## src/hw/rtl/assert_macros.svh

```systemverilog
// ----------------------------------------------------------------------------
// Assertion macros
// Clocked concurrent assertion wrappers shared by the RTL. They expand to
// nothing when the code is read by synthesis.
// ----------------------------------------------------------------------------
`ifndef ASSERT_MACROS_SVH
`define ASSERT_MACROS_SVH

`ifndef SYNTHESIS
// Assertion that is switched off while reset is held.
`define SLAL_ASSERT(name, clk, rst_n, prop, msg) \
    name: assert property (@(posedge clk) disable iff (!(rst_n)) (prop)) else $error(msg);
// Assertion that must hold at every edge, reset included.
`define SLAL_ASSERT_ALWAYS(name, clk, prop, msg) \
    name: assert property (@(posedge clk) (prop)) else $error(msg);
`else
`define SLAL_ASSERT(name, clk, rst_n, prop, msg)
`define SLAL_ASSERT_ALWAYS(name, clk, prop, msg)
`endif

`endif

```

## src/hw/rtl/slal_pkg.sv

```systemverilog
// ----------------------------------------------------------------------------
// slal_pkg
// Sizes, codes, types and width helpers for the shifting array list.
// ----------------------------------------------------------------------------
`default_nettype none

package slal_pkg;

    // Storage geometry.
    localparam int DEPTH     = 256;
    localparam int WORD_BITS = 32;
    localparam int IDX_W     = (DEPTH > 1) ? $clog2(DEPTH) : 1;
    localparam int LEN_W     = $clog2(DEPTH + 1);

    // Fixed field widths of the request and response.
    localparam int OP_W     = 3;
    localparam int POS_W    = 9;
    localparam int VAL_W    = 32;
    localparam int STAT_W   = 2;
    localparam int FOUND_W  = 8;
    localparam int COUNT_W  = 9;
    localparam int CAP_W    = 9;
    localparam int CAP_RESET = 256;

    // Width used to compare positions, lengths and the capacity.
    localparam int CMP_W = (LEN_W > POS_W) ? LEN_W : POS_W;

    typedef logic [WORD_BITS-1:0] word_t;

    // Request operation codes.
    typedef enum logic [OP_W-1:0] {
        OP_INSERT = 3'd0,
        OP_ERASE  = 3'd1,
        OP_APPEND = 3'd2,
        OP_READ   = 3'd3,
        OP_FIND   = 3'd4
    } op_t;

    // Response status codes.
    typedef enum logic [STAT_W-1:0] {
        ST_OK       = 2'd0,
        ST_BADPOS   = 2'd1,
        ST_FULL     = 2'd2,
        ST_NOTFOUND = 2'd3
    } status_t;

    // Edit broadcast to every cell of the chain.
    typedef enum logic [1:0] {
        EDIT_HOLD   = 2'd0,
        EDIT_INSERT = 2'd1,
        EDIT_ERASE  = 2'd2,
        EDIT_APPEND = 2'd3
    } edit_kind_t;

    typedef struct packed {
        edit_kind_t       kind;
        logic [LEN_W-1:0] pos;
        word_t            word;
    } edit_t;

    // Search key held steady while a token runs down the chain.
    typedef struct packed {
        logic             mode_read;
        logic [LEN_W-1:0] pos;
        logic [LEN_W-1:0] len;
        word_t            key;
    } search_t;

    // Token handed from cell to cell; the first matching cell fills it.
    typedef struct packed {
        logic             hit;
        logic [IDX_W-1:0] idx;
        word_t            word;
    } tok_t;

    // Status of the controller, watched by the top level.
    typedef struct packed {
        logic             scanning;
        logic [LEN_W-1:0] length;
    } ctrl_stat_t;

    // Width helpers.
    function automatic word_t value_to_word(input logic [VAL_W-1:0] v);
        logic [VAL_W+WORD_BITS-1:0] ext;
        ext = {{WORD_BITS{1'b0}}, v};
        return ext[WORD_BITS-1:0];
    endfunction

    function automatic logic [VAL_W-1:0] word_to_value(input word_t w);
        logic [VAL_W+WORD_BITS-1:0] ext;
        ext = {{VAL_W{1'b0}}, w};
        return ext[VAL_W-1:0];
    endfunction

    function automatic logic [FOUND_W-1:0] idx_to_found(input logic [IDX_W-1:0] i);
        logic [FOUND_W+IDX_W-1:0] ext;
        ext = {{FOUND_W{1'b0}}, i};
        return ext[FOUND_W-1:0];
    endfunction

    function automatic logic [CMP_W-1:0] len_to_cmp(input logic [LEN_W-1:0] l);
        return CMP_W'(l);
    endfunction

    function automatic logic [CMP_W-1:0] pos_to_cmp(input logic [POS_W-1:0] p);
        return CMP_W'(p);
    endfunction

    function automatic logic [CMP_W-1:0] cap_to_cmp(input logic [CAP_W-1:0] c);
        return CMP_W'(c);
    endfunction

    function automatic logic [LEN_W-1:0] cmp_to_len(input logic [CMP_W-1:0] c);
        return c[LEN_W-1:0];
    endfunction

    function automatic logic [COUNT_W-1:0] len_to_count(input logic [LEN_W-1:0] l);
        logic [COUNT_W+LEN_W-1:0] ext;
        ext = {{COUNT_W{1'b0}}, l};
        return ext[COUNT_W-1:0];
    endfunction

endpackage

`default_nettype wire

```

## src/hw/rtl/slal_ctrl.sv

```systemverilog
// ----------------------------------------------------------------------------
// slal_ctrl
// Request decoder, length and capacity registers, scan timer and the
// response register of the shifting array list.
// ----------------------------------------------------------------------------
`default_nettype none

module slal_ctrl import slal_pkg::*; (
    input  wire logic                  aclk,
    input  wire logic                  aresetn,
    input  wire logic                  s_tvalid,
    output logic                       s_tready,
    input  wire logic [OP_W-1:0]       req_op,
    input  wire logic [POS_W-1:0]      req_pos,
    input  wire logic [VAL_W-1:0]      req_value,
    output logic                       m_tvalid,
    input  wire logic                  m_tready,
    output status_t                    rsp_status,
    output logic [VAL_W-1:0]           rsp_read_value,
    output logic [FOUND_W-1:0]         rsp_found_index,
    output logic [COUNT_W-1:0]         rsp_count_after,
    input  wire logic                  cfg_wr_en,
    input  wire logic [CAP_W-1:0]      cfg_wr_data,
    output edit_t                      edit,
    output search_t                    search,
    input  wire tok_t                  tok_last,
    output ctrl_stat_t                 stat
);

    typedef enum logic [1:0] {
        S_IDLE = 2'b01,
        S_SCAN = 2'b10
    } state_t;

    localparam logic [LEN_W-1:0] SCAN_LAST = LEN_W'(DEPTH);
    localparam logic [CMP_W-1:0] DEPTH_CMP = CMP_W'(DEPTH);

    state_t               state_reg,    state_next;
    logic [LEN_W-1:0]     len_reg,      len_next;
    logic [CAP_W-1:0]     cap_reg,      cap_next;
    logic [LEN_W-1:0]     cnt_reg,      cnt_next;
    logic                 mode_reg,     mode_next;
    logic [LEN_W-1:0]     spos_reg,     spos_next;
    word_t                key_reg,      key_next;
    logic                 ovalid_reg,   ovalid_next;
    status_t              ostat_reg,    ostat_next;
    logic [VAL_W-1:0]     ord_reg,      ord_next;
    logic [FOUND_W-1:0]   ofound_reg,   ofound_next;
    logic [LEN_W-1:0]     ocount_reg,   ocount_next;

    logic                 out_free;
    logic                 accept;
    logic [CMP_W-1:0]     pos_c;
    logic [CMP_W-1:0]     len_c;
    logic [CMP_W-1:0]     cap_c;
    logic [CMP_W-1:0]     eff_cap;
    logic                 is_full;

    assign out_free = !ovalid_reg || m_tready;
    assign s_tready = (state_reg == S_IDLE) && out_free;
    assign accept   = s_tready && s_tvalid;

    // Position and capacity checks in a common width.
    assign pos_c   = pos_to_cmp(req_pos);
    assign len_c   = len_to_cmp(len_reg);
    assign cap_c   = cap_to_cmp(cap_reg);
    assign eff_cap = (cap_c > DEPTH_CMP) ? DEPTH_CMP : cap_c;
    assign is_full = (len_c >= eff_cap);

    // Configuration write.
    assign cap_next = cfg_wr_en ? cfg_wr_data : cap_reg;

    // Request decode, scan timing and response load.
    always_comb begin
        state_next  = state_reg;
        len_next    = len_reg;
        cnt_next    = cnt_reg;
        mode_next   = mode_reg;
        spos_next   = spos_reg;
        key_next    = key_reg;
        ovalid_next = ovalid_reg && !m_tready;
        ostat_next  = ostat_reg;
        ord_next    = ord_reg;
        ofound_next = ofound_reg;
        ocount_next = ocount_reg;

        edit.kind = EDIT_HOLD;
        edit.pos  = cmp_to_len(pos_c);
        edit.word = value_to_word(req_value);

        case (state_reg)
            S_IDLE: begin
                if (accept) begin
                    // Immediate response unless a scan is started below.
                    ovalid_next = 1'b1;
                    ostat_next  = ST_OK;
                    ord_next    = '0;
                    ofound_next = '0;
                    case (op_t'(req_op))
                        OP_INSERT: begin
                            if (pos_c > len_c) begin
                                ostat_next = ST_BADPOS;
                            end else if (is_full) begin
                                ostat_next = ST_FULL;
                            end else begin
                                edit.kind = EDIT_INSERT;
                                len_next  = len_reg + LEN_W'(1);
                            end
                        end
                        OP_ERASE: begin
                            if (pos_c >= len_c) begin
                                ostat_next = ST_BADPOS;
                            end else begin
                                edit.kind = EDIT_ERASE;
                                len_next  = len_reg - LEN_W'(1);
                            end
                        end
                        OP_APPEND: begin
                            if (is_full) begin
                                ostat_next = ST_FULL;
                            end else begin
                                edit.kind = EDIT_APPEND;
                                edit.pos  = len_reg;
                                len_next  = len_reg + LEN_W'(1);
                            end
                        end
                        OP_READ: begin
                            if (pos_c >= len_c) begin
                                ostat_next = ST_BADPOS;
                            end else begin
                                ovalid_next = ovalid_reg && !m_tready;
                                state_next  = S_SCAN;
                                cnt_next    = '0;
                                mode_next   = 1'b1;
                                spos_next   = cmp_to_len(pos_c);
                                key_next    = value_to_word(req_value);
                            end
                        end
                        OP_FIND: begin
                            ovalid_next = ovalid_reg && !m_tready;
                            state_next  = S_SCAN;
                            cnt_next    = '0;
                            mode_next   = 1'b0;
                            spos_next   = '0;
                            key_next    = value_to_word(req_value);
                        end
                        default: begin
                            ostat_next = ST_BADPOS;
                        end
                    endcase
                    ocount_next = len_next;
                end
            end
            S_SCAN: begin
                // The token has left the last cell once the count reaches DEPTH.
                if (cnt_reg == SCAN_LAST) begin
                    if (out_free) begin
                        ovalid_next = 1'b1;
                        ocount_next = len_reg;
                        ord_next    = '0;
                        ofound_next = '0;
                        if (!tok_last.hit) begin
                            ostat_next = ST_NOTFOUND;
                        end else begin
                            ostat_next = ST_OK;
                            if (mode_reg) begin
                                ord_next = word_to_value(tok_last.word);
                            end else begin
                                ofound_next = idx_to_found(tok_last.idx);
                            end
                        end
                        state_next = S_IDLE;
                    end
                end else begin
                    cnt_next = cnt_reg + LEN_W'(1);
                end
            end
            default: begin
                state_next = S_IDLE;
            end
        endcase
    end

    // Control registers.
    always_ff @(posedge aclk) begin
        if (!aresetn) begin
            state_reg  <= S_IDLE;
            len_reg    <= '0;
            cap_reg    <= CAP_W'(CAP_RESET);
            cnt_reg    <= '0;
            ovalid_reg <= 1'b0;
        end else begin
            state_reg  <= state_next;
            len_reg    <= len_next;
            cap_reg    <= cap_next;
            cnt_reg    <= cnt_next;
            ovalid_reg <= ovalid_next;
        end
    end

    // Search key and response payload.
    always_ff @(posedge aclk) begin
        mode_reg   <= mode_next;
        spos_reg   <= spos_next;
        key_reg    <= key_next;
        ostat_reg  <= ostat_next;
        ord_reg    <= ord_next;
        ofound_reg <= ofound_next;
        ocount_reg <= ocount_next;
    end

    assign search.mode_read = mode_reg;
    assign search.pos       = spos_reg;
    assign search.len       = len_reg;
    assign search.key       = key_reg;

    assign m_tvalid        = ovalid_reg;
    assign rsp_status      = ostat_reg;
    assign rsp_read_value  = ord_reg;
    assign rsp_found_index = ofound_reg;
    assign rsp_count_after = len_to_count(ocount_reg);

    assign stat.scanning = (state_reg == S_SCAN);
    assign stat.length   = len_reg;

endmodule

`default_nettype wire

```

## config.mk

```make
export PLATFORM = sky130hd
export DESIGN_NAME = slal_ctrl
export DESIGN_NICKNAME = d
export VERILOG_FILES = /design/src/hw/rtl/assert_macros.svh /design/src/hw/rtl/slal_pkg.sv /design/src/hw/rtl/slal_ctrl.sv
export SDC_FILE = /design/constraint.sdc
export NUM_CORES = 1
export LEC_CHECK = 0
export ABC_AREA = 1
export BUFFER_PORTS_ARGS = -buffer_cell sky130_fd_sc_hd__buf_4
export CORE_MARGIN = 2
export CORE_UTILIZATION = 54
export CTS_CLUSTER_DIAMETER = 60
export CTS_CLUSTER_SIZE = 28
export DETAILED_ROUTE_END_ITERATION = 8
export PLACE_DENSITY = 0.86
export SYNTH_ARGS = -nofsm -noshare
export SYNTH_HDL_FRONTEND = slang
export SYNTH_SLANG_ARGS = --single-unit
```

## constraint.sdc

```tcl
create_clock -name aclk -period 6 [get_ports aclk]
set_clock_uncertainty 0.05 [all_clocks]
set_input_delay 0 -clock aclk [delete_from_list [all_inputs] [get_ports aclk]]
set_output_delay 0 -clock aclk [all_outputs]
set_load 0.1 [all_outputs]
```

==> reports/metrics.cfg <==
[synthesis]
synth_xor_area_share_pct=1.95
synth_top_family_by_area=simple AND/OR/NAND/NOR gates
synth-adder-area-share_pct=4.47
syn_area_um2=6720
synth_nets=902
synth_mux_area_share_pct=0
yosysWarnings=0
ys_ff_latch=123
synth-simple-area-share_pct=24.5
synth_seq_area_share_pct=50.5
synthDistinctLibCells=40
synth_compound_area_share_pct=5.29
netlist_instances=779
postSynthAreaPerCell_um2=8.63

[clock_tree]
cts_made_buffers=17
htree_num_levels=4
cts_resized=0
clk_latency_ns=0.43
cts_num_sinks=123
cts-root-buf=clkbuf_16
post_cts_buffers=0
cts_buffer_depth=2
hold_buffers=108
cts_tree=built
path_clk_slew_ns=0.05

[critical_path]
cp-end-kind=output pin
critPathSlowestCell=buf_4
crit_path_max_incr_delay_ns=0.35
crit_arrival_ns=3.86
cp_cell_sequence=or2_2 -> nor4_1 -> a41oi_1 -> inv_1 -> nand2_1 -> ha_1 -> nand2_1 -> inv_1 -> nand2_1 -> nand2_1 -> nand2_1 -> nand3_1 -> inv_1 -> nand3_4 -> o21ai_1 -> buf_4
r2r-start=cap_c[4]$_SDFFE_PN0P_
worstSetupPathType=reg -> out
cp-startpoint=cap_c[4]$_SDFFE_PN0P_
endpoint=edit[40]
cp_common_cell=nand2_1
r2r_slack_ns=2.51
r2r_cells=18
worst_r2r_endpoint=rsp_count_after[0]$_DFFE_PP_
cp_max_fo=18
cp-start-kind=flip-flop
required_ns=5.95

[sta]
fmax_mhz=256
worst_slew_pin_slew_ns=1.29
hold_viol=0
finalCritPeriodShare_pct=65.1
finalCriticalPeriod_ns=3.91
setup-violations-final=0
fin_ws_ns=2.09
relSlewSlack_pct=13.7
fin_setup_tns_ns=0
maxSlewViolCount=0
rsz0062_at_grt=no

[floorplanning]
die_area_um2=13400
start_util_pct=55.7
die_w_um=116
io_pins=256
fp.dieH_um=116
rows=40
core-area_um2=12100

[cells_and_area]
drive_above_1_share_pct=28.3
layout.cells.non_filler=1283
n_antenna_cell=0
nets=1226
syn_to_final_growth_pct=49.8
fin_area_um2=10100

[pwr]
internal_power_w=0.00229
comb_power_share_pct=53.9
seqPwrFrac_pct=25.7
leakagePower_nw=4.89
switching_power_w=0.00260
vdd_drop_max_mv=0.486
clkPwrFrac_pct=20.4
swShare_pct=53.1
powerDensity_nw_per_um2=485

[drt]
dr.pass1.iters=7
wl_um=28000
ant_nets=0
drt-initial-drc-count=1268
vias=7355
post-route-drc-count=0
routed_via_density=5.73
wl_per_cell_um=21.8

[run]
max_cap_violations=0

[global_routing]
antenna_found_initial=0
grt-ovfl-total=0
grt_max_degree=52
gr-usage-all-layers_pct=41.5
grt_pass1_vias=7097
grt_pass1_wl_um=40600

[place]
io_buffers=255
gp_congestion=0.898
place_area_um2=8450
dpl.hpwl_um=14400
dp_slack_ns=2.69
dp_cells=1144

[hold_path]
hp-class=in -> reg

[run_status]
status=finished, final reports clean

-- critical path: cells and delay by family (launching register included) --
family                     cells  cell delay, ns
and+or+nand+nor                9            1.45
DFF                            1            0.32
AOI/OAI and AO/OA              2            0.49
buffers and inverters          4            0.85
adders and majority gates      1            0.29
-- power groups by stage --
stage	sequential, W	combinational, W	clock [W]
global placement	0.00124	0.00244	0
global route	0.00127	0.00273	0.00102
detailed placement	0.00125	0.00246	0
CTS	0.00123	0.00253	0.000962
finish	0.00126	0.00263	0.000995
floorplan	0.00228	0.000945	0
-- synthesized netlist by cell type --
| cell | number | area, µm² |
|---|---|---|
| nor4_1 | 1 | 6.26 |
| ha_1 | 24 | 300 |
| or2_2 | 3 | 18.8 |
| nand3_1 | 62 | 310 |
| nand2_4 | 2 | 22.5 |
| clkbuf_1 | 7 | 26.3 |
| nor2_4 | 1 | 11.3 |
| clkinv_1 | 4 | 15.0 |
| nand3_4 | 3 | 52.6 |
| edfxtp_1 | 93 | 2790 |
| buf_4 | 45 | 338 |
| a41oi_1 | 1 | 8.76 |
| nor3_2 | 1 | 10.0 |
| nor3_4 | 2 | 32.5 |
| a21oi_1 | 27 | 135 |
| o21ai_2 | 2 | 17.5 |
| nand4_4 | 1 | 21.3 |
| nor2_1 | 99 | 372 |
| xnor2_1 | 3 | 26.3 |
| nand2_2 | 3 | 18.8 |
| nor2_8 | 1 | 20.0 |
| nand4_2 | 1 | 12.5 |
| o21ai_1 | 9 | 45.0 |
| buf_2 | 6 | 30.0 |
| nor3_1 | 1 | 5.00 |
| inv_1 | 118 | 443 |
| inv_2 | 5 | 18.8 |
| dfxtp_1 | 30 | 601 |
| nor2_2 | 3 | 18.8 |
| o211ai_1 | 1 | 7.51 |
| nand3_2 | 3 | 30.0 |
| buf_6 | 2 | 22.5 |
| nor3b_1 | 2 | 15.0 |
| xor2_1 | 12 | 105 |
| o21a_1 | 1 | 7.51 |
| o21ai_0 | 25 | 125 |
| nand2_1 | 167 | 627 |
| nand4_1 | 6 | 37.5 |
| a21oi_2 | 1 | 8.76 |
| and3_1 | 1 | 6.26 |
-- logic make-up after synthesis --
kind of cell	count (synthesis)
AOI/OAI and AO/OA	67
DFF	123
xor gates and xnor gates	15
buffers and inverters	187
adders and majority gates	24
and+or+nand+nor	363
-- metal layers --
layer / vias to the layer above / part of all wire, % / track usage, % / wire length, µm
met1: 3340 / 31 / 42.8 / 8800
met4: 0 / 7.4 / 26.3 / 2070
met2: 706 / 48 / 69.6 / 13500
met3: 204 / 13 / 17.7 / 3650
li1: 3105 / - / - / -
met5: - / 0 / 0 / 0
-- stage by stage --
step	util, %	hold slack, ns	power [W]
finish	83.5	0.0328	0.00488
global route	83.5	0.0513	0.00502
global placement	70.0	0.139	0.00368
detailed placement	70.0	0.141	0.00371
CTS	83.5	0.00734	0.00473
floorplan	-	0.0489	0.00323
-- how the worst min path moves through the flow --
| stage | startpoint | slack [ns] | to | cells past startpoint |
|---|---|---|---|---|
| finish | s_tvalid | 0.03 | len_c[4]$_SDFFE_PN0P_ | 4 |
| global route | s_tvalid | 0.05 | len_c[4]$_SDFFE_PN0P_ | 4 |
| CTS | s_tvalid | 0.007 | len_c[4]$_SDFFE_PN0P_ | 4 |
| detailed placement | req_value[17] | 0.14 | key_reg[17]$_DFFE_PP_ | 1 |
| global placement | req_value[2] | 0.14 | key_reg[2]$_DFFE_PP_ | 1 |
| floorplan | req_value[0] | 0.05 | key_reg[0]$_DFFE_PP_ | 0 |
-- final cells by class --
type	instances	area, µm²
clock inverters	8	96.3
flip-flops and latches	123	3390
well taps	168	210
fillers	594	1990
repair buffers	365	3010
multi-input cells	469	2440
clock buffers	23	448
inverters	127	477
-- cells in the final DEF (no fill, tap or decap), drive strengths merged --
master,instances
nand2,172
nor4,1
xor2,12
nand4,8
nor3b,2
nand3,68
xnor2,3
edfxtp,93
clkinv,10
buf,257
or2,3
o211ai,1
a41oi,1
nor3,4
a21oi,28
inv,122
ha,24
and3,1
dfxtp,30
dlygate4sd3,108
o21a,1
bufinv,2
clkbuf,23
o21ai,36
nor2,104
clkinvlp,1
Note: power is estimated with default switching activity, not from simulation.
