<file path="src/hw/rtl/assert_macros.svh">
// ----------------------------------------------------------------------------
// Assertion macros
// Clocked concurrent assertion wrappers shared by the RTL. They expand to
// nothing when the code is read by synthesis.
// ----------------------------------------------------------------------------
`ifndef ASSERT_MACROS_SVH
`define ASSERT_MACROS_SVH

`ifndef SYNTHESIS
// Assertion that is switched off while reset is held.
`define SLAL_ASSERT(name, clk, rst_n, prop, msg) \
    name: assert property (@(posedge clk) disable iff (!(rst_n)) (prop)) else $error(msg);
// Assertion that must hold at every edge, reset included.
`define SLAL_ASSERT_ALWAYS(name, clk, prop, msg) \
    name: assert property (@(posedge clk) (prop)) else $error(msg);
`else
`define SLAL_ASSERT(name, clk, rst_n, prop, msg)
`define SLAL_ASSERT_ALWAYS(name, clk, prop, msg)
`endif

`endif

</file>
<file path="src/hw/rtl/slal_pkg.sv">
// ----------------------------------------------------------------------------
// slal_pkg
// Sizes, codes, types and width helpers for the shifting array list.
// ----------------------------------------------------------------------------
`default_nettype none

package slal_pkg;

    // Storage geometry.
    localparam int DEPTH     = 256;
    localparam int WORD_BITS = 32;
    localparam int IDX_W     = (DEPTH > 1) ? $clog2(DEPTH) : 1;
    localparam int LEN_W     = $clog2(DEPTH + 1);

    // Fixed field widths of the request and response.
    localparam int OP_W     = 3;
    localparam int POS_W    = 9;
    localparam int VAL_W    = 32;
    localparam int STAT_W   = 2;
    localparam int FOUND_W  = 8;
    localparam int COUNT_W  = 9;
    localparam int CAP_W    = 9;
    localparam int CAP_RESET = 256;

    // Width used to compare positions, lengths and the capacity.
    localparam int CMP_W = (LEN_W > POS_W) ? LEN_W : POS_W;

    typedef logic [WORD_BITS-1:0] word_t;

    // Request operation codes.
    typedef enum logic [OP_W-1:0] {
        OP_INSERT = 3'd0,
        OP_ERASE  = 3'd1,
        OP_APPEND = 3'd2,
        OP_READ   = 3'd3,
        OP_FIND   = 3'd4
    } op_t;

    // Response status codes.
    typedef enum logic [STAT_W-1:0] {
        ST_OK       = 2'd0,
        ST_BADPOS   = 2'd1,
        ST_FULL     = 2'd2,
        ST_NOTFOUND = 2'd3
    } status_t;

    // Edit broadcast to every cell of the chain.
    typedef enum logic [1:0] {
        EDIT_HOLD   = 2'd0,
        EDIT_INSERT = 2'd1,
        EDIT_ERASE  = 2'd2,
        EDIT_APPEND = 2'd3
    } edit_kind_t;

    typedef struct packed {
        edit_kind_t       kind;
        logic [LEN_W-1:0] pos;
        word_t            word;
    } edit_t;

    // Search key held steady while a token runs down the chain.
    typedef struct packed {
        logic             mode_read;
        logic [LEN_W-1:0] pos;
        logic [LEN_W-1:0] len;
        word_t            key;
    } search_t;

    // Token handed from cell to cell; the first matching cell fills it.
    typedef struct packed {
        logic             hit;
        logic [IDX_W-1:0] idx;
        word_t            word;
    } tok_t;

    // Status of the controller, watched by the top level.
    typedef struct packed {
        logic             scanning;
        logic [LEN_W-1:0] length;
    } ctrl_stat_t;

    // Width helpers.
    function automatic word_t value_to_word(input logic [VAL_W-1:0] v);
        logic [VAL_W+WORD_BITS-1:0] ext;
        ext = {{WORD_BITS{1'b0}}, v};
        return ext[WORD_BITS-1:0];
    endfunction

    function automatic logic [VAL_W-1:0] word_to_value(input word_t w);
        logic [VAL_W+WORD_BITS-1:0] ext;
        ext = {{VAL_W{1'b0}}, w};
        return ext[VAL_W-1:0];
    endfunction

    function automatic logic [FOUND_W-1:0] idx_to_found(input logic [IDX_W-1:0] i);
        logic [FOUND_W+IDX_W-1:0] ext;
        ext = {{FOUND_W{1'b0}}, i};
        return ext[FOUND_W-1:0];
    endfunction

    function automatic logic [CMP_W-1:0] len_to_cmp(input logic [LEN_W-1:0] l);
        return CMP_W'(l);
    endfunction

    function automatic logic [CMP_W-1:0] pos_to_cmp(input logic [POS_W-1:0] p);
        return CMP_W'(p);
    endfunction

    function automatic logic [CMP_W-1:0] cap_to_cmp(input logic [CAP_W-1:0] c);
        return CMP_W'(c);
    endfunction

    function automatic logic [LEN_W-1:0] cmp_to_len(input logic [CMP_W-1:0] c);
        return c[LEN_W-1:0];
    endfunction

    function automatic logic [COUNT_W-1:0] len_to_count(input logic [LEN_W-1:0] l);
        logic [COUNT_W+LEN_W-1:0] ext;
        ext = {{COUNT_W{1'b0}}, l};
        return ext[COUNT_W-1:0];
    endfunction

endpackage

`default_nettype wire

</file>
<file path="src/hw/rtl/slal_cell.sv">
// ----------------------------------------------------------------------------
// slal_cell
// One list entry: shifts with its neighbours on insert and erase, and
// passes the search token on by one cell per cycle.
// ----------------------------------------------------------------------------
`default_nettype none

module slal_cell import slal_pkg::*; (
    input  wire logic             aclk,
    input  wire logic [IDX_W-1:0] cell_index,
    input  wire edit_t            edit,
    input  wire search_t          search,
    input  wire word_t            left_word,
    input  wire word_t            right_word,
    output word_t                 word,
    input  wire tok_t             tok_in,
    output tok_t                  tok_out
);

    word_t            word_reg;
    word_t            word_next;
    tok_t             tok_reg;
    tok_t             tok_next;
    logic [LEN_W-1:0] my_idx;
    logic             match;

    assign my_idx = LEN_W'(cell_index);

    // Entry update: take the new word, the lower or the upper neighbour.
    always_comb begin
        word_next = word_reg;
        case (edit.kind)
            EDIT_INSERT: begin
                if (my_idx == edit.pos) begin
                    word_next = edit.word;
                end else if (my_idx > edit.pos) begin
                    word_next = left_word;
                end
            end
            EDIT_ERASE: begin
                if (my_idx >= edit.pos) begin
                    word_next = right_word;
                end
            end
            EDIT_APPEND: begin
                if (my_idx == edit.pos) begin
                    word_next = edit.word;
                end
            end
            default: begin
                word_next = word_reg;
            end
        endcase
    end

    // A read matches on its position, a find on the word within the list.
    always_comb begin
        if (search.mode_read) begin
            match = (my_idx == search.pos);
        end else begin
            match = (my_idx < search.len) && (word_reg == search.key);
        end
    end

    // The token keeps the first hit and is otherwise filled by this cell.
    always_comb begin
        tok_next = tok_in;
        if (!tok_in.hit && match) begin
            tok_next.hit  = 1'b1;
            tok_next.idx  = cell_index;
            tok_next.word = word_reg;
        end
    end

    always_ff @(posedge aclk) begin
        word_reg <= word_next;
        tok_reg  <= tok_next;
    end

    assign word    = word_reg;
    assign tok_out = tok_reg;

endmodule

`default_nettype wire

</file>
<file path="config.mk">
export PLATFORM = sky130hd
export DESIGN_NAME = slal_cell
export DESIGN_NICKNAME = d
export VERILOG_FILES = /design/src/hw/rtl/assert_macros.svh /design/src/hw/rtl/slal_pkg.sv /design/src/hw/rtl/slal_cell.sv
export SDC_FILE = /design/constraint.sdc
export NUM_CORES = 1
export LEC_CHECK = 0
export ABC_AREA = 1
export BUFFER_PORTS_ARGS = -buffer_cell sky130_fd_sc_hd__buf_2
export CELL_PAD_IN_SITES_DETAIL_PLACEMENT = 1
export CELL_PAD_IN_SITES_GLOBAL_PLACEMENT = 1
export CORE_UTILIZATION = 31
export DETAILED_ROUTE_END_ITERATION = 7
export PLACE_DENSITY = 0.92
export REMOVE_ABC_BUFFERS = 1
export SYNTH_ARGS = -nofsm -noshare
export SYNTH_HDL_FRONTEND = slang
export SYNTH_SLANG_ARGS = --single-unit
</file>
<file path="constraint.sdc">
create_clock -name aclk -period 6.25 [get_ports aclk]
set_clock_uncertainty 0.1 [all_clocks]
set_input_delay 0.9375 -clock aclk [delete_from_list [all_inputs] [get_ports aclk]]
set_output_delay 0.9375 -clock aclk [all_outputs]
set_load 0.01 [all_outputs]
</file>
==> impl_metrics.py, run 1 <==
metrics = {
    "finish": {
        "seq_area_um2": 1782,
        "layout.cells.non_filler": 1020,
        "multi_input_area_um2": 2147,
        "fillers": 1797,
        "syn_to_final_growth_pct": 40.25,
        "utilization_pct": 45.34,
        "drive_gt1_share_pct": 36.14,
        "final_area_um2": 6100,
        "largest_reg_flops": 41,
        "final_nets": 1062,
        "diodes": 0,
    },
    "drt": {
        "vias": 5105,
        "drc_errors": 0,
        "vias_per_cell": 5.005,
        "drt-total-wl_um": 17590,
        "routedWlPerCell_um": 17.24,
        "drtIter0Drc": 206,
        "first_pass_iters": 5,
        "postRouteAntennaNets": 0,
    },
    "sta": {
        "relSlewSlack_pct": 17.14,
        "setup_tns_ps": 0,
        "fin_crit_ps": 3667,
        "rsz0062_at_grt": "false",
        "fmax_ghz": 0.2727,
        "setup_viol": 0,
        "fin_crit_sh_pct": 58.68,
        "hold_violations": 0,
        "worstMarginPinSlew_ps": 1240,
        "slew_viol_final": 0,
    },
    "critical_path": {
        "endpoint_kind": "flop",
        "crit_cells": 12,
        "cp-endpoint": "tok_out[13]$_DFF_P_",
        "startpoint": "cell_index[6]",
        "critPathBufInv": 1,
        "crit_path_top_delay_cell": "nand2_2",
        "crit_family": "simple AND/OR/NAND/NOR gates",
        "crit_type": "in2reg",
        "r2r-end": "tok_out[13]$_DFF_P_",
        "crit_chain": "buf_2 -> ha_1 -> a21oi_1 -> nor2_1 -> nor2_1 -> nand3_1 -> nor2_1 -> nand3_1 -> nand2_2 -> nand2_2 -> nand2_1 -> nand2_1",
        "worstPathArrival_ps": 3790,
        "worst_ep_required_time_ps": 6370,
        "r2r_cells": 10,
        "r2r-start": "word[11]$_DFFE_PP_",
        "path_max_fanout": 41,
        "cpPeakStageDelay_ps": 760,
        "cp_common_cell": "nor2_1",
        "r2r_slack_ps": 3060,
        "critPathLaunchType": "input port",
    },
    "run_status": {
        "outcome": "complete, no violations",
    },
    "pwr": {
        "irDropWorstVdd_mv": 0.1057,
        "p_leak_nw": 3.195,
        "p_total_mw": 1.329,
        "power_density_nw_per_um2": 217.8,
    },
    "placement": {
        "dpl.cell_count": 1004,
        "placed_area_um2": 5839,
        "gp_congestion": 0.7790,
        "portBuffers": 280,
        "dp_hpwl_um": 13190,
    },
    "yosys": {
        "yosysSeqAreaShare_pct": 40.97,
        "synth_cell_types": 23,
        "synth_top_area_cell": "edfxtp_1",
        "netlist.area_leader.share_pct": 22.09,
        "synth.most_common_cell": "nand2_1",
        "syn-cell-area_um2": 4349,
        "ys_seq_elements": 73,
        "synthCells": 578,
        "synth-async-reset-ratio_pct": 0,
        "synth.area.top_cells": "edfxtp_1 (22%), dfxtp_1 (19%), nand2_1 (11%), nand3_1 (9.0%), o221ai_1 (6.4%)",
        "avgSynthCellArea_um2": 7.525,
        "synthTopCellsByCount": "nand2_1 (132), nand3_1 (78), inv_1 (70), nor2_1 (58), dfxtp_1 (41)",
        "synth_ff_type": "dfxtp_1",
        "yosysWarnings": 0,
        "synth_edf_count": 32,
    },
    "floorplan": {
        "core_um2": 13450,
        "fp.dieW_um": 120.4,
        "rows": 42,
        "start_util_pct": 32.33,
        "ios": 281,
        "fp.dieH_um": 120.4,
        "die-area_um2": 14510,
    },
    "cts": {
        "cts_hold_buf": 0,
        "clockBufferDepth": 2,
        "cts_buffers": 9,
        "postCtsResizedCells": 0,
        "ctsHtreeMaxLevel": 3,
        "cts_num_sinks": 73,
        "post_cts_buffers": 0,
        "clk_latency_ps": 340,
        "cts_root_buf": "clkbuf_16",
        "clk_pin_slew_ps": 60,
        "tritoncts": "yes",
    },
    "global_routing": {
        "grt_max_degree": 42,
        "gr-total-overflow": 0,
        "grt_pass1_wl_um": 26740,
        "track_usage_pct": 24.25,
        "grt_pass1_vias": 5230,
        "antenna_found_initial": 0,
    },
    "min_path": {
        "holdCritPathClass": "reg2reg",
    },
    "job": {
        "max-cap-violations": 0,
    },
}
==> per-layer routing <==
metal / vias to the layer above / track usage, % / share of wire (%) / wire length (µm)
met5: - / 0 / 0 / 0
met4: 0 / 9.799 / 2.0 / 359
met3: 26 / 5.094 / 7.6 / 1333
met2: 237 / 46.16 / 52 / 9178
met1: 2407 / 25.71 / 38 / 6715
li1: 2435 / - / - / -
==> power by group <==
group	internal [mW]	switching [mW]
Combinational	0.130	0.161
Clock	0.269	0.199
Sequential	0.545	0.0249
Total	0.944	0.385
==> placed cells by master (no fill, tap or decap), types with 2 or more instances in the layout <==
| master | netlist | final |
|---|---|---|
| a21oi_1 | 9 | 8 |
| a21oi_4 | 0 | 2 |
| buf_2 | 15 | 280 |
| buf_4 | 0 | 3 |
| clkbuf_1 | 14 | 4 |
| clkbuf_16 | 0 | 9 |
| clkinvlp_4 | 0 | 2 |
| dfxtp_1 | 41 | 41 |
| edfxtp_1 | 32 | 32 |
| ha_1 | 15 | 15 |
| inv_1 | 70 | 70 |
| nand2_1 | 132 | 132 |
| nand2_2 | 2 | 2 |
| nand3_1 | 78 | 78 |
| nand4_1 | 2 | 2 |
| nor2_1 | 58 | 58 |
| o21ai_0 | 36 | 36 |
| o221ai_1 | 32 | 32 |
| or2_2 | 5 | 5 |
| xnor2_1 | 22 | 22 |
| xor2_1 | 6 | 6 |
==> tightest hold or removal path, delay by kind of cell, from the launching register on <==
kind	cells	cell delay, ps
DFF	1	380
and+or+nand+nor	2	150
==> area by class of cell <==
cell class	instances	share of cell area, %
repair buffers	283	23.34
clock inverters	3	0.3282
multi-input cells	401	35.20
inverters	71	4.369
clock buffers	13	3.938
flip-flops and latches	73	29.21
well taps	176	3.610
==> stage by stage <==
stage	hold WS [ps]	setup WS, ps
after global placement	423.5	2321
after floorplan	479.9	2012
final	456.3	2583
after global routing	495.6	2322
after CTS	460.3	2543
after detailed placement	446.3	2165
==> worst min-delay path by stage <==
stage                            start                  end  slack, ps  depth (start not counted)
detailed placement  word[18]$_DFFE_PP_  tok_out[18]$_DFF_P_        450                          2
global route        word[12]$_DFFE_PP_  tok_out[12]$_DFF_P_        500                          2
finish              word[17]$_DFFE_PP_  tok_out[17]$_DFF_P_        460                          2
CTS                 word[30]$_DFFE_PP_  tok_out[30]$_DFF_P_        460                          2
global placement    word[17]$_DFFE_PP_  tok_out[17]$_DFF_P_        420                          2
floorplan            word[1]$_DFFE_PP_   tok_out[1]$_DFF_P_        480                          2
==> cells by family (layout without fill, tap and decap cells) <==
logic type      count (synthesis)  count (layout)  synth area share, %
xor+xnor                       28              28                5.639
flops                          73              73                40.97
simple gates                  279             279                26.99
buf+inv                       104             370                10.10
fa+ha+maj                      15              15                4.315
compound gates                 79              79                12.00
Note: power is estimated with default switching activity, not from simulation.
==> inputs of run 2 (changes only) <==
Settings changed: CORE_UTILIZATION 31 to 29, PLACE_DENSITY 0.92 to 0.87.
Clock period 6.25 ns to 3.4 ns, I/O delays scaled along.
==> impl_metrics.py, run 2 (synthesis gave the netlist of run 1 again) <==
metrics = {
    "finish": {
        "drive_gt1_share_pct": 37.25,
        "largest_reg_flops": 41,
        "final_area_um2": 6226,
        "diodes": 0,
        "final_nets": 1069,
        "syn_to_final_growth_pct": 43.15,
        "final_common_cell": "buf_2",
        "final_cell_mix": "buf_2 (280), nand2_1 (131), nand3_1 (78)",
        "layout.cells.non_filler": 1035,
    },
    "global_routing": {
        "grt_max_degree": 41,
        "antenna_found_initial": 0,
        "track_usage_pct": 23.59,
        "grtUsageMet2_pct": 42.48,
        "grtUsageMet1_pct": 27.07,
        "grt_pass1_wl_um": 28320,
        "gr-total-overflow": 0,
        "grt_pass1_vias": 5415,
        "met3_usage_pct": 4.553,
        "top_usage_layer": "met2",
    },
    "critical_path": {
        "path_max_fanout": 28,
        "worstPathArrival_ps": 2490,
        "critPathLaunchType": "input port",
        "endpoint_kind": "flop",
        "r2r-start": "word[12]$_DFFE_PP_",
        "worst_ep_required_time_ps": 3460,
        "crit_type": "in2reg",
        "startpoint": "cell_index[2]",
    },
    "cts": {
        "cts_num_sinks": 73,
        "cts_buffers": 9,
        "cts_root_buf": "clkbuf_16",
        "clk_latency_ps": 340,
        "postCtsResizedCells": 0,
        "cts_hold_buf": 0,
        "clk_pin_slew_ps": 60,
        "tritoncts": "yes",
        "clockBufferDepth": 2,
        "post_cts_buffers": 0,
        "ctsHtreeMaxLevel": 3,
    },
    "pwr": {
        "pwr-share-seq_pct": 40.9,
        "irDropWorstVdd_mv": 0.2144,
        "clkPwrFrac_pct": 38.0,
        "power_density_nw_per_um2": 412.6,
        "power_frac_comb_pct": 21.1,
        "p_sw_share_pct": 29.37,
        "net-switching-power_uw": 754.5,
        "p_int_mw": 1.814,
        "p_leak_nw": 3.268,
        "p_total_mw": 2.569,
    },
    "sta": {
        "worstMarginPinSlew_ps": 752.5,
        "setup_viol": 0,
        "fmax_ghz": 0.4119,
        "fin_crit_sh_pct": 71.40,
        "rsz0062_at_grt": "false",
        "fin_crit_ps": 2428,
        "hold_violations": 0,
        "setup_tns_ps": 0,
        "whs_ps": 253.8,
        "relSlewSlack_pct": 49.83,
        "slew_viol_final": 0,
    },
    "run_status": {
        "outcome": "complete, no violations",
    },
    "floorplan": {
        "core_um2": 14590,
        "die-area_um2": 15490,
        "rows": 44,
        "start_util_pct": 29.81,
        "fp.dieH_um": 124.5,
        "ios": 281,
        "fp.dieW_um": 124.5,
    },
    "placement": {
        "gp_congestion": 0.8225,
        "dpl.cell_count": 1019,
        "dp_hpwl_um": 13970,
        "portBuffers": 280,
        "placed_area_um2": 5929,
    },
    "drt": {
        "first_pass_iters": 4,
        "routedWlPerCell_um": 17.61,
        "vias": 5121,
        "drtIter0Drc": 257,
        "drt-total-wl_um": 18220,
        "postRouteAntennaNets": 0,
        "drc_errors": 0,
        "vias_per_cell": 4.948,
    },
    "min_path": {
        "worstHoldStart": "tok_in[24]",
        "holdCritPathClass": "in2reg",
    },
    "job": {
        "max-cap-violations": 0,
    },
}
[run 2: through the flow]
stage	worst slack [ps]	utilization, %
6_report	972.5	42.68
3_5_place_dp	642.7	40.64
2_1_floorplan	-410.6	-
5_1_grt	830.7	42.68
3_3_place_gp	735.6	40.64
4_1_cts	963.2	42.68
[run 2: path summary, 6_finish.rpt]
path / to / slack (ps) / depth (start not counted)
min reg2reg: tok_out[8]$_DFF_P_ / 450 / 2
max: word[27]$_DFFE_PP_ / 970 / 9
max reg2reg: tok_out[29]$_DFF_P_ / 1010 / 10
min: tok_out[24]$_DFF_P_ / 250 / 3
[run 2: final cells by class]
| type | count | area [µm²] |
|---|---|---|
| clock inverters | 7 | 71.32 |
| well taps | 184 | 230.2 |
| clock buffers | 9 | 225.2 |
| fillers | 1928 | 8363 |
| repair buffers | 290 | 1501 |
| inverters | 71 | 266.5 |
| multi-input cells | 401 | 2150 |
| flip-flops and latches | 73 | 1782 |
[run 2: power groups by stage]
stage,Sequential [mW],Combinational [mW],Clock (mW)
3_3_place_gp,1.07,0.524,0
6_report,1.05,0.542,0.977
4_1_cts,1.05,0.547,0.997
2_1_floorplan,1.10,0.202,0
5_1_grt,1.06,0.601,1.04
3_5_place_dp,1.07,0.544,0
[run 2: critical path, stage by stage]
cell      delay, ps
buf_2           140
ha_1            310
nand2_1          70
nor3b_1         250
nand2_2         360
inv_1           290
buf_12          210
o21ai_0         110
o221ai_1        220
[run 2: metal layers]
| metal | vias to the layer above | wire, µm |
|---|---|---|
| met1 | 2431 | 7434 |
| li1 | 2451 | - |
| met2 | 213 | 9351 |
| met4 | 0 | 427 |
| met3 | 26 | 1010 |
| met5 | - | 0 |
==> inputs of run 3 (changes only) <==
Settings changed: CORE_UTILIZATION 29 to 26, PLACE_DENSITY 0.87 to 0.82.
Clock period 3.4 ns to 2.2 ns, I/O delays scaled along.
==> impl_metrics.py, run 3 (synthesis gave the netlist of run 1 again) <==
metrics = {
    "run_status": {
        "outcome": "complete, no violations",
    },
    "drt": {
        "routedWlPerCell_um": 16.86,
        "postRouteAntennaNets": 0,
        "vias": 5012,
        "first_pass_iters": 4,
        "drc_errors": 0,
        "drt-total-wl_um": 18160,
        "drtIter0Drc": 118,
        "vias_per_cell": 4.654,
    },
    "placement": {
        "place_ws_ps": -92.37,
        "portBuffers": 280,
        "dpl.cell_count": 1059,
        "dp_hpwl_um": 14520,
        "gp_congestion": 0.8226,
        "placed_area_um2": 6092,
    },
    "sta": {
        "fmax_ghz": 0.5046,
        "relSlewSlack_pct": 47.30,
        "setup_viol": 0,
        "hold_violations": 0,
        "worstMarginPinSlew_ps": 790.6,
        "rsz0062_at_grt": "false",
        "fin_crit_sh_pct": 90.07,
        "fin_crit_ps": 1982,
        "whs_ps": 77.28,
        "worst_slack_ps": 218.4,
        "slew_viol_final": 0,
    },
    "cts": {
        "tritoncts": "yes",
        "cts_num_sinks": 73,
        "cts_root_buf": "clkbuf_16",
        "clk_pin_slew_ps": 60,
        "cts_buffers": 9,
        "cts_hold_buf": 0,
        "clk_latency_ps": 340,
        "ctsHtreeMaxLevel": 3,
        "clockBufferDepth": 2,
    },
    "finish": {
        "final_nets": 1079,
        "layout.cells.non_filler": 1077,
        "syn_to_final_growth_pct": 47.73,
        "final_cell_mix": "buf_2 (280), nand2_1 (131), nand3_1 (78)",
        "final_common_cell": "buf_2",
        "drive_gt1_share_pct": 37.75,
        "diodes": 0,
        "largest_reg_flops": 41,
        "final_area_um2": 6425,
    },
    "pwr": {
        "p_leak_nw": 3.339,
        "power_frac_comb_pct": 21.2,
        "p_sw_share_pct": 27.47,
        "pwr-share-seq_pct": 39.9,
        "net-switching-power_mw": 1.115,
        "p_total_mw": 4.060,
        "p_int_mw": 2.945,
        "irDropWorstVdd_mv": 0.3347,
        "clkPwrFrac_pct": 38.9,
        "power_density_nw_per_um2": 631.9,
    },
    "floorplan": {
        "start_util_pct": 26.99,
        "core_um2": 16120,
        "fp.dieH_um": 131.3,
        "fp.dieW_um": 131.3,
        "die-area_um2": 17250,
        "rows": 46,
        "ios": 281,
    },
    "global_routing": {
        "gr-total-overflow": 0,
        "grt_pass1_wl_um": 28370,
        "grt_max_degree": 33,
        "grt_pass1_vias": 5262,
        "antenna_found_initial": 0,
        "track_usage_pct": 21.12,
    },
    "critical_path": {
        "worstPathArrival_ps": 2110,
        "worst_ep_required_time_ps": 2330,
        "endpoint_kind": "flop",
        "path_max_fanout": 24,
        "crit_type": "reg2reg",
        "critPathLaunchType": "flop",
    },
    "job": {
        "max-cap-violations": 0,
    },
    "min_path": {
        "holdCritPathClass": "in2reg",
    },
}
==> run 3: cell count changes in the layout (fill, tap and decap cells not counted), sizes merged <==
cell | before | now
bufinv | 1 | 2
clkbuf | 9 | 11
clkinv | 6 | 2
buf | 290 | 300
clkinvlp | 0 | 1
==> run 3: worst max-delay path, stage by stage (launching register included) <==
cell and delay [ps]:
edfxtp_1 480, inv_1 100, nand2_1 60, nand2_1 60
nand2_1 50, nor2_1 110, nand2_1 90, nor2_1 160
nand3_1 110, nand2_2 130, nand2_2 110, buf_12 190
nand2_1 70, nand2_1 50
==> run 3: power by group through the flow <==
stage / combinational, mW / sequential [mW] / clock, mW
floorplan: 0.312 / 1.70 / 0
global placement: 0.842 / 1.65 / 0
detailed placement: 0.864 / 1.65 / 0
CTS: 0.868 / 1.62 / 1.62
global route: 0.957 / 1.63 / 1.69
finish: 0.863 / 1.62 / 1.58
==> run 3: worst paths after layout <==
check / depth (start not counted) / startpoint / slack (ps) / end
hold / removal: 3 / tok_in[9] / 80 / tok_out[9]$_DFF_P_
hold reg to reg: 2 / word[10]$_DFFE_PP_ / 440 / tok_out[10]$_DFF_P_
setup / recovery: 13 / word[20]$_DFFE_PP_ / 220 / tok_out[21]$_DFF_P_
setup reg to reg: 13 / word[20]$_DFFE_PP_ / 220 / tok_out[21]$_DFF_P_
==> run 3: timing repair <==
| action | 4_1_cts | 5_1_grt |
|---|---|---|
| endpoints found under the setup margin | 0 | 20 |
| resized for setup | 0 | 1 |
| buffers inserted | 0 | 2 |
==> run 3: metrics by stage <==
stage	TNS [ps]	util, %
final	0	39.87
after global routing	0	39.87
after CTS	0	39.75
after detailed placement	-2215	37.80
after global placement	-3295	37.80
after floorplan	-72730	-
==> run 3: final cells by class <==
class	count	area (µm²)
clock buffer	11	232.7
clock inverter	5	81.33
multi-input combinational	401	2150
sequential	73	1782
inverter	71	266.5
timing repair buffer	300	1643
fill	2091	9691
tap	216	270.3
==> run 3: per-layer routing <==
metal | routed length, µm | track usage, % | up-vias
met5 | 0 | 0 | -
met2 | 9280 | 38.21 | 163
li1 | - | - | 2471
met3 | 955 | 3.704 | 20
met4 | 316 | 7.623 | 0
met1 | 7608 | 24.80 | 2358
